==> src/rtl/core/spt_pkg.sv <==
package spt_pkg;

   localparam int SEGMENTS_DEF = 4;
   localparam int PAGES_PER_SEGMENT_DEF = 8;
   localparam int FRAMES_DEF = 64;

   localparam int SEG_REGS = 4;
   localparam int SEG_SEL_W = 2;
   localparam int BASE_W = 20;
   localparam int LIMIT_W = 4;
   localparam int ADDR_W = 21;
   localparam int SEGN_W = 3;
   localparam int PAGE_W = 4;
   localparam int OFF_W = 13;
   localparam int PB_W = 13;
   localparam int NSEG_W = 3;
   localparam int FIU_W = 7;
   localparam int CSR_DATA_W = 25;
   localparam int CSR_IDX_W = 3;
   localparam int STATUS_W = 3;
   localparam int IDX_WIDE_W = 8;

   localparam logic [PB_W-1:0] PAGE_BYTES_RST = 13'd1024;
   localparam logic [FIU_W-1:0] FRAMES_IN_USE_RST = 7'd64;

   typedef enum logic [STATUS_W-1:0] {
      ST_OK          = 3'd0,
      ST_BAD_SEGMENT = 3'd1,
      ST_PAGE_LIMIT  = 3'd2,
      ST_OFFSET      = 3'd3,
      ST_WRITE_PROT  = 3'd4
   } status_type;

   typedef enum logic [CSR_IDX_W-1:0] {
      CSR_SEGMENT0        = 3'd0,
      CSR_SEGMENT1        = 3'd1,
      CSR_SEGMENT2        = 3'd2,
      CSR_SEGMENT3        = 3'd3,
      CSR_SEGMENTS_IN_USE = 3'd4,
      CSR_PAGE_BYTES      = 3'd5,
      CSR_FRAMES_IN_USE   = 3'd6
   } csr_index_type;

   typedef enum logic [1:0] {
      FSM_IDLE,
      FSM_LOOKUP,
      FSM_MULT,
      FSM_EMIT
   } fsm_type;

   // Segment descriptor, bit 24 writable, 23:20 page limit, 19:0 base.
   typedef struct packed {
      logic                writable;
      logic [LIMIT_W-1:0]  limit;
      logic [BASE_W-1:0]   base;
   } segment_type;

endpackage

==> src/rtl/core/spt_table.sv <==
module spt_table #(
   parameter int DEPTH = 32,
   parameter int AW = 5,
   parameter int FW = 6
) (
   input  logic          clock,
   input  logic          reset,
   input  logic [AW-1:0] rd_addr,
   output logic          rd_present,
   output logic          rd_writable,
   output logic [FW-1:0] rd_frame,
   input  logic          wr_en,
   input  logic [AW-1:0] wr_addr,
   input  logic          wr_writable,
   input  logic [FW-1:0] wr_frame
);

   logic [FW:0]    mem_ff [DEPTH];
   logic [FW:0]    rd_data_ff;
   logic [DEPTH-1:0] present_ff;
   logic           rd_present_ff;

   always_ff @(posedge clock) begin
      if (wr_en) begin
         mem_ff[wr_addr] <= {wr_writable, wr_frame};
      end
      rd_data_ff <= mem_ff[rd_addr];
   end

   // Present bits reset to clear; the frame memory is trusted only behind them.
   always_ff @(posedge clock) begin
      if (reset) begin
         present_ff    <= '0;
         rd_present_ff <= 1'b0;
      end else begin
         if (wr_en) begin
            present_ff[wr_addr] <= 1'b1;
         end
         rd_present_ff <= present_ff[rd_addr];
      end
   end

   assign rd_present  = rd_present_ff;
   assign rd_writable = rd_data_ff[FW];
   assign rd_frame    = rd_data_ff[FW-1:0];

endmodule

==> src/rtl/core/spt_alloc.sv <==
module spt_alloc #(
   parameter int FRAMES = spt_pkg::FRAMES_DEF,
   parameter int FW = 6
) (
   input  logic                      clock,
   input  logic                      reset,
   input  logic [spt_pkg::FIU_W-1:0] frames_in_use,
   input  logic                      take,
   output logic [FW-1:0]             frame
);

   localparam int CW = $clog2(FRAMES + 1);

   logic [CW-1:0] handed_ff;
   logic [CW-1:0] handed_in;
   logic [FW-1:0] ptr_ff;
   logic [FW-1:0] ptr_in;
   logic [CW-1:0] lim;
   logic [FW-1:0] reuse;

   always_comb begin
      if (frames_in_use == '0) begin
         lim = CW'(1);
      end else if (frames_in_use > FRAMES) begin
         lim = CW'(FRAMES);
      end else begin
         lim = CW'(frames_in_use);
      end
   end

   always_comb begin
      reuse     = (CW'(ptr_ff) < lim) ? ptr_ff : '0;
      handed_in = handed_ff;
      ptr_in    = ptr_ff;
      if (handed_ff < lim) begin
         frame     = handed_ff[FW-1:0];
         handed_in = handed_ff + CW'(1);
      end else begin
         frame  = reuse;
         ptr_in = ((CW'(reuse) + CW'(1)) >= lim) ? '0 : reuse + FW'(1);
      end
   end

   always_ff @(posedge clock) begin
      if (reset) begin
         handed_ff <= '0;
         ptr_ff    <= '0;
      end else if (take) begin
         handed_ff <= handed_in;
         ptr_ff    <= ptr_in;
      end
   end

endmodule

==> src/rtl/core/segmented_paging_translator.sv <==
// Segmented, paged address translator. The page table memory is read on the
// accepting edge; then the lookup step checks the access and allocates a frame
// on a miss (writing the table back), the multiply step forms the frame times
// page size product and the emit step forms the address and registers it. A
// new access is accepted only once the FSM is back in idle after the emit
// step; a result left waiting in the output register stalls only the final
// step. Faults return a zero address. The page table valid bits clear at
// reset, so no clearing pass is needed.
module segmented_paging_translator #(
   parameter int SEGMENTS = spt_pkg::SEGMENTS_DEF,
   parameter int PAGES_PER_SEGMENT = spt_pkg::PAGES_PER_SEGMENT_DEF,
   parameter int FRAMES = spt_pkg::FRAMES_DEF
) (
   input  logic                           clock,
   input  logic                           reset,
   input  logic                           req_tvalid,
   output logic                           req_tready,
   // segment_number [2:0], page_number [6:3], page_offset [19:7]
   input  logic [23:0]                    req_tdata,
   // is_write [0]
   input  logic                           req_tuser,
   output logic                           rsp_tvalid,
   input  logic                           rsp_tready,
   // physical_address [20:0]
   output logic [23:0]                    rsp_tdata,
   // status [2:0], frame_allocated [3]
   output logic [3:0]                     rsp_tuser,
   input  logic                           csr_we,
   input  logic [spt_pkg::CSR_IDX_W-1:0]  csr_index,
   input  logic [spt_pkg::CSR_DATA_W-1:0] csr_wdata
);

   localparam int DEPTH = SEGMENTS * PAGES_PER_SEGMENT;
   localparam int AW = (DEPTH > 1) ? $clog2(DEPTH) : 1;
   localparam int FW = $clog2(FRAMES);
   localparam int PROD_W = FW + spt_pkg::PB_W;
   localparam int LIMW = spt_pkg::LIMIT_W + 1;

   // configuration
   spt_pkg::segment_type             seg_cfg_ff [spt_pkg::SEG_REGS];
   logic [spt_pkg::NSEG_W-1:0]       nseg_cfg_ff;
   logic [spt_pkg::PB_W-1:0]         page_bytes_ff;
   logic [spt_pkg::FIU_W-1:0]        frames_in_use_ff;

   // request fields
   logic [spt_pkg::SEGN_W-1:0]       in_seg;
   logic [spt_pkg::PAGE_W-1:0]       in_page;
   logic [spt_pkg::OFF_W-1:0]        in_off;
   logic [spt_pkg::IDX_WIDE_W-1:0]   idx_wide;
   logic [AW-1:0]                    idx;

   logic [spt_pkg::SEGN_W-1:0]       seg_ff;
   logic [spt_pkg::PAGE_W-1:0]       page_ff;
   logic [spt_pkg::OFF_W-1:0]        off_ff;
   logic                             wr_ff;
   logic [AW-1:0]                    idx_ff;

   spt_pkg::fsm_type                 state_ff;
   spt_pkg::fsm_type                 state_in;
   logic                             accept;
   logic                             emit;

   // lookup stage
   logic                             tbl_present;
   logic                             tbl_writable;
   logic [FW-1:0]                    tbl_frame;
   logic [FW-1:0]                    alloc_frame;
   logic [spt_pkg::NSEG_W-1:0]       nseg;
   spt_pkg::segment_type             seg_sel;
   logic [LIMW-1:0]                  page_lim;
   spt_pkg::status_type              status;
   logic                             hit;
   logic                             need_alloc;

   logic [FW-1:0]                    frame_ff;
   spt_pkg::status_type              status_ff;
   logic                             alloc_ff;
   logic [spt_pkg::BASE_W-1:0]       base_ff;
   logic [PROD_W-1:0]                prod_ff;
   logic [spt_pkg::ADDR_W-1:0]       addr;

   logic                             rsp_tvalid_ff;
   logic [spt_pkg::ADDR_W-1:0]       rsp_addr_ff;
   spt_pkg::status_type              rsp_status_ff;
   logic                             rsp_alloc_ff;

   always_ff @(posedge clock) begin
      if (reset) begin
         for (int i = 0; i < spt_pkg::SEG_REGS; i++) begin
            seg_cfg_ff[i] <= '0;
         end
         nseg_cfg_ff      <= '0;
         page_bytes_ff    <= spt_pkg::PAGE_BYTES_RST;
         frames_in_use_ff <= spt_pkg::FRAMES_IN_USE_RST;
      end else if (csr_we) begin
         unique case (spt_pkg::csr_index_type'(csr_index))
            spt_pkg::CSR_SEGMENT0: seg_cfg_ff[0] <= csr_wdata;
            spt_pkg::CSR_SEGMENT1: seg_cfg_ff[1] <= csr_wdata;
            spt_pkg::CSR_SEGMENT2: seg_cfg_ff[2] <= csr_wdata;
            spt_pkg::CSR_SEGMENT3: seg_cfg_ff[3] <= csr_wdata;
            spt_pkg::CSR_SEGMENTS_IN_USE: begin
               nseg_cfg_ff <= csr_wdata[spt_pkg::NSEG_W-1:0];
            end
            spt_pkg::CSR_PAGE_BYTES: begin
               page_bytes_ff <= csr_wdata[spt_pkg::PB_W-1:0];
            end
            spt_pkg::CSR_FRAMES_IN_USE: begin
               frames_in_use_ff <= csr_wdata[spt_pkg::FIU_W-1:0];
            end
            default: ;
         endcase
      end
   end

   assign in_seg  = req_tdata[2:0];
   assign in_page = req_tdata[6:3];
   assign in_off  = req_tdata[19:7];

   // Table index straight from the beat, so the read lands in the lookup cycle.
   always_comb begin
      idx_wide = spt_pkg::IDX_WIDE_W'(in_seg) * spt_pkg::IDX_WIDE_W'(PAGES_PER_SEGMENT)
               + spt_pkg::IDX_WIDE_W'(in_page);
      idx = (idx_wide >= DEPTH) ? '0 : idx_wide[AW-1:0];
   end

   always_comb begin
      state_in = state_ff;
      accept   = 1'b0;
      emit     = 1'b0;
      unique case (state_ff)
         spt_pkg::FSM_IDLE: begin
            accept = req_tvalid;
            if (req_tvalid) begin
               state_in = spt_pkg::FSM_LOOKUP;
            end
         end
         spt_pkg::FSM_LOOKUP: state_in = spt_pkg::FSM_MULT;
         spt_pkg::FSM_MULT:   state_in = spt_pkg::FSM_EMIT;
         spt_pkg::FSM_EMIT: begin
            if (!rsp_tvalid_ff || rsp_tready) begin
               emit     = 1'b1;
               state_in = spt_pkg::FSM_IDLE;
            end
         end
         default: state_in = spt_pkg::FSM_IDLE;
      endcase
   end

   always_ff @(posedge clock) begin
      if (reset) begin
         state_ff <= spt_pkg::FSM_IDLE;
      end else begin
         state_ff <= state_in;
      end
   end

   assign req_tready = (state_ff == spt_pkg::FSM_IDLE);

   always_ff @(posedge clock) begin
      if (accept) begin
         seg_ff  <= in_seg;
         page_ff <= in_page;
         off_ff  <= in_off;
         wr_ff   <= req_tuser;
         idx_ff  <= idx;
      end
   end

   always_comb begin
      nseg = nseg_cfg_ff;
      if (nseg > SEGMENTS) begin
         nseg = spt_pkg::NSEG_W'(SEGMENTS);
      end
      if (nseg > spt_pkg::SEG_REGS) begin
         nseg = spt_pkg::NSEG_W'(spt_pkg::SEG_REGS);
      end
      seg_sel  = seg_cfg_ff[seg_ff[spt_pkg::SEG_SEL_W-1:0]];
      page_lim = (seg_sel.limit > PAGES_PER_SEGMENT) ? LIMW'(PAGES_PER_SEGMENT)
                                                     : LIMW'(seg_sel.limit);
      if (seg_ff >= nseg) begin
         status = spt_pkg::ST_BAD_SEGMENT;
      end else if (LIMW'(page_ff) >= page_lim) begin
         status = spt_pkg::ST_PAGE_LIMIT;
      end else if (off_ff >= page_bytes_ff) begin
         status = spt_pkg::ST_OFFSET;
      end else if (wr_ff && !seg_sel.writable) begin
         status = spt_pkg::ST_WRITE_PROT;
      end else begin
         status = spt_pkg::ST_OK;
      end
      // A write to a page installed read-only counts as a miss.
      hit        = tbl_present && !(wr_ff && !tbl_writable);
      need_alloc = (state_ff == spt_pkg::FSM_LOOKUP) && (status == spt_pkg::ST_OK) && !hit;
   end

   spt_table #(
      .DEPTH(DEPTH),
      .AW(AW),
      .FW(FW)
   ) u_spt_table (
      .clock(clock),
      .reset(reset),
      .rd_addr(idx),
      .rd_present(tbl_present),
      .rd_writable(tbl_writable),
      .rd_frame(tbl_frame),
      .wr_en(need_alloc),
      .wr_addr(idx_ff),
      .wr_writable(wr_ff),
      .wr_frame(alloc_frame)
   );

   spt_alloc #(
      .FRAMES(FRAMES),
      .FW(FW)
   ) u_spt_alloc (
      .clock(clock),
      .reset(reset),
      .frames_in_use(frames_in_use_ff),
      .take(need_alloc),
      .frame(alloc_frame)
   );

   always_ff @(posedge clock) begin
      if (state_ff == spt_pkg::FSM_LOOKUP) begin
         frame_ff  <= hit ? tbl_frame : alloc_frame;
         status_ff <= status;
         alloc_ff  <= need_alloc;
         base_ff   <= seg_sel.base;
      end
      if (state_ff == spt_pkg::FSM_MULT) begin
         prod_ff <= PROD_W'(frame_ff) * PROD_W'(page_bytes_ff);
      end
   end

   // Wraps modulo the address width.
   assign addr = (status_ff == spt_pkg::ST_OK)
               ? spt_pkg::ADDR_W'(base_ff) + spt_pkg::ADDR_W'(prod_ff)
                 + spt_pkg::ADDR_W'(off_ff)
               : '0;

   always_ff @(posedge clock) begin
      if (emit) begin
         rsp_addr_ff   <= addr;
         rsp_status_ff <= status_ff;
         rsp_alloc_ff  <= alloc_ff;
      end
   end

   always_ff @(posedge clock) begin
      if (reset) begin
         rsp_tvalid_ff <= 1'b0;
      end else if (emit) begin
         rsp_tvalid_ff <= 1'b1;
      end else if (rsp_tready) begin
         rsp_tvalid_ff <= 1'b0;
      end
   end

   assign rsp_tvalid = rsp_tvalid_ff;
   assign rsp_tdata  = {3'b000, rsp_addr_ff};
   assign rsp_tuser  = {rsp_alloc_ff, rsp_status_ff};

endmodule

==> config.mk <==
export PLATFORM = sky130hd
export DESIGN_NAME = segmented_paging_translator
export DESIGN_NICKNAME = d
export VERILOG_FILES = /design/src/rtl/core/spt_pkg.sv /design/src/rtl/core/spt_table.sv /design/src/rtl/core/spt_alloc.sv /design/src/rtl/core/segmented_paging_translator.sv
export SDC_FILE = /design/constraint.sdc
export NUM_CORES = 1
export LEC_CHECK = 0
export ABC_AREA = 0
export CORE_UTILIZATION = 53
export CTS_BUF_LIST = sky130_fd_sc_hd__clkbuf_4 sky130_fd_sc_hd__clkbuf_8 sky130_fd_sc_hd__clkbuf_16
export DETAILED_ROUTE_END_ITERATION = 12
export DONT_BUFFER_PORTS = 1
export PLACE_DENSITY = 0.68
export REMOVE_ABC_BUFFERS = 1
export SYNTH_ARGS = -nofsm -noshare
export SYNTH_HDL_FRONTEND = slang
export SYNTH_SLANG_ARGS = --single-unit
==> constraint.sdc <==
create_clock -name clock -period 5.4 [get_ports clock]
set_input_delay 0 -clock clock [delete_from_list [all_inputs] [get_ports clock]]
set_output_delay 0 -clock clock [all_outputs]
set_load 0.05 [all_outputs]
==> flow_metrics.py <==
metrics = {
    "outcome": {
        "status": "finished clean",
    },
    "power": {
        "ir_drop_v": 0.0003297,
        "leakage_uw": 0.01010,
        "pwr_density_cell_nw_per_um2": 395.9,
    },
    "detailed_routing": {
        "ant_nets": 0,
        "first_pass_iters": 6,
        "routedWlPerCell_um": 21.78,
        "vias": 15420,
        "drt_iter0_markers": 1515,
        "drc_errors": 0,
        "drt-total-wl_mm": 56.86,
        "vias_per_cell": 5.906,
    },
    "setup_path": {
        "cp-end-kind": "flop",
        "crit_required_ns": 5.87,
        "startpoint_type": "flop",
        "critPathKind": "reg -> reg",
        "cp_data_arrival_time_ns": 4.86,
        "critPathMaxFanout": 13,
    },
    "clocking": {
        "h-tree-depth": 2,
        "cts_tree": "yes",
        "clkSlewWorstSetupHoldPaths_ns": 0.06,
        "clock_latency_ns": 0.62,
        "cts_resized": 0,
        "numCtsBuffers": 53,
        "cts.path.max_buffers": 3,
        "cts_sinks": 505,
        "root_buffer": "clkbuf_16",
    },
    "grt": {
        "grt_start_max_net_pins": 85,
        "grt_pass1_wl_mm": 88.38,
        "antenna_found_initial": 4,
        "first_global_vias": 15240,
        "grt_overflow": 0,
        "grtUsageTotal_pct": 24.77,
    },
    "die": {
        "die_h_um": 217.0,
        "initial_core_util_pct": 53.86,
        "die_w_um": 217.0,
        "ios": 88,
        "core_area_sq_um": 45480,
        "row_count": 78,
        "die_area_sq_um": 47080,
    },
    "logic_synthesis": {
        "seq_area_frac_synth_pct": 58.60,
        "synth.avg_cell_area_sq_um": 13.01,
        "async_reset_ff_share_pct": 0,
        "netlist_area_sq_um": 24500,
        "postSynthCellCount": 1883,
        "synth.ff_latch_count": 505,
        "yosysWarnings": 0,
        "synth-edff-count": 424,
        "synth.distinct_cells": 74,
        "synth_ff_type": "edfxtp_1",
    },
    "placed_design": {
        "io_buffer_count": 0,
        "dpl.hpwl_mm": 38.11,
        "place_congestion": 0.8863,
    },
    "sta": {
        "period_needed_ns": 4.385,
        "slew_violations": 0,
        "finalSetupViolCount": 0,
        "finalHoldViolations": 0,
        "fmax_ghz": 0.2281,
        "timing.setup.tns_ns": 0,
        "maxSlewHeadroom_pct": 17.24,
        "grt_setup_unrepaired": "no",
        "skew_ns": 0.05285,
        "worst_slew_pin_slew_ns": 1.236,
        "fin_crit_sh_pct": 81.20,
    },
    "finish": {
        "syn_to_final_growth_pct": 13.05,
        "final_nets": 2181,
        "final_util_pct": 60.89,
        "layout-drive-gt1-share_pct": 11.31,
    },
    "min_path": {
        "hold_path_class": "in -> reg",
    },
    "flow_run": {
        "max_cap_viol_count": 0,
    },
}
-- synth_stat cells, types with 17 or more instances --
cell,count,area (sq um)
nor3_1,38,190.2
a31oi_1,20,125.1
nor2b_1,25,156.4
nand2_1,183,686.9
mux2i_1,45,450.4
or3_1,22,137.6
mux2_2,17,191.4
and2_1,132,825.8
dfxtp_1,81,1622
nand3_1,24,120.1
a211oi_1,27,202.7
o21ai_0,34,170.2
nor2_1,83,311.6
edfxtp_1,424,12730
fa_1,59,1181
inv_1,112,420.4
clkbuf_1,69,259.0
a21oi_1,87,435.4
nor4_1,21,131.4
ha_1,98,1226
a21o_1,17,127.6
mux4_2,53,1194
-- timing repair --
item / CTS / global route
setup buffers: 0 / 0
endpoints found under the hold margin: 217 / 0
endpoints found under the setup margin: 0 / 0
hold buffers: 70 / 0
-- final cells by class --
cell class | instances | area, sq um
diodes | 4 | 10.01
clock buffers | 64 | 1421
clock inverters | 32 | 265.3
fillers | 3502 | 17790
inverters | 114 | 427.9
multi-input cells | 1170 | 9354
flip-flops and latches | 505 | 14360
well taps | 600 | 750.7
repair buffers | 122 | 1109
-- routing by layer --
layer | vias up | global-route usage [%] | part of all wire [%]
met3 | 93 | 4.053 | 7.6
met4 | 0 | 7.911 | 2.3
li1 | 7084 | - | -
met2 | 577 | 38.31 | 46
met5 | - | 0 | 0
met1 | 7666 | 35.93 | 44
-- cells in the final DEF (no fill, tap or decap), drive strengths merged, types with 22 or more instances in the layout --
cell / n
mux4: 53
edfxtp: 424
and2: 132
nand3: 24
inv: 115
ha: 98
a21oi: 87
clkinv: 24
clkbuf: 64
dlygate4sd3: 69
dfxtp: 81
buf: 53
or3: 22
a211oi: 28
o21ai: 36
nand2: 183
nor2b: 25
mux2i: 45
nor2: 83
fa: 59
nor3: 38
-- report_power, final --
group,switching [uW],internal (uW),total (uW)
Combinational,1500,1000,2500
Clock,1520,2020,3540
Sequential,315,4610,4930
-- metrics by stage --
stage	total power (uW)	hold slack (ns)	area [sq um]	setup WS, ns	instances
6_report	10960	0.03293	27690	1.015	2611
5_1_grt	11440	0.01169	27690	0.5405	2609
4_1_cts	11000	0.00001504	27680	1.049	2607
3_5_place_dp	7394	0.09443	25280	1.072	2441
3_3_place_gp	7315	0.09276	25280	1.124	2441
2_1_floorplan	6673	0.06907	24110	0.3636	1789
-- state kept, by name, indices dropped and copies added (netlist names), 13 cells and up, named ones only --
register,count
base_ff,20
off_ff,13
page_bytes_ff,13
prod_ff,19
rsp_addr_ff,21
seg_cfg_ff,100
u_spt_table.mem_ff,224
u_spt_table.present_ff,32
-- worst paths after layout --
check / startpoint / endpoint / slack (ns) / cells after the start
worst min-delay path: req_tdata[15] / off_ff[8] / 0.03 / 1
worst min register to register: u_spt_table.present_ff[13] / u_spt_table.present_ff[13] / 0.45 / 2
worst max register to register: frame_ff[2] / prod_ff[18] / 1.02 / 12
worst max-delay path: frame_ff[2] / prod_ff[18] / 1.02 / 12
-- worst max-delay path, cell delays in order (launching register included) --
cell,delay [ns]
edfxtp_1,0.66
nand2_1,0.15
fa_1,0.55
inv_1,0.06
fa_1,0.47
fa_1,0.49
ha_1,0.37
or2_2,0.31
a21oi_1,0.29
nor3_1,0.13
nand3b_1,0.23
a2111o_1,0.44
nand4_1,0.09
-- cell families (layout without fill, tap and decap cells) --
family	Yosys count	count (layout)	synth area share, %
other	1	7	0.01531
AO/OA/AOI/OAI	276	276	7.478
AND/OR/NAND/NOR	592	592	12.24
buffers and inverters	210	332	3.371
adder cells (fa/ha/maj)	157	157	9.827
flip-flops	505	505	58.60
multiplexers	116	116	7.539
XOR/XNOR	26	26	0.9296
Power figures use the tool's default switching activity.
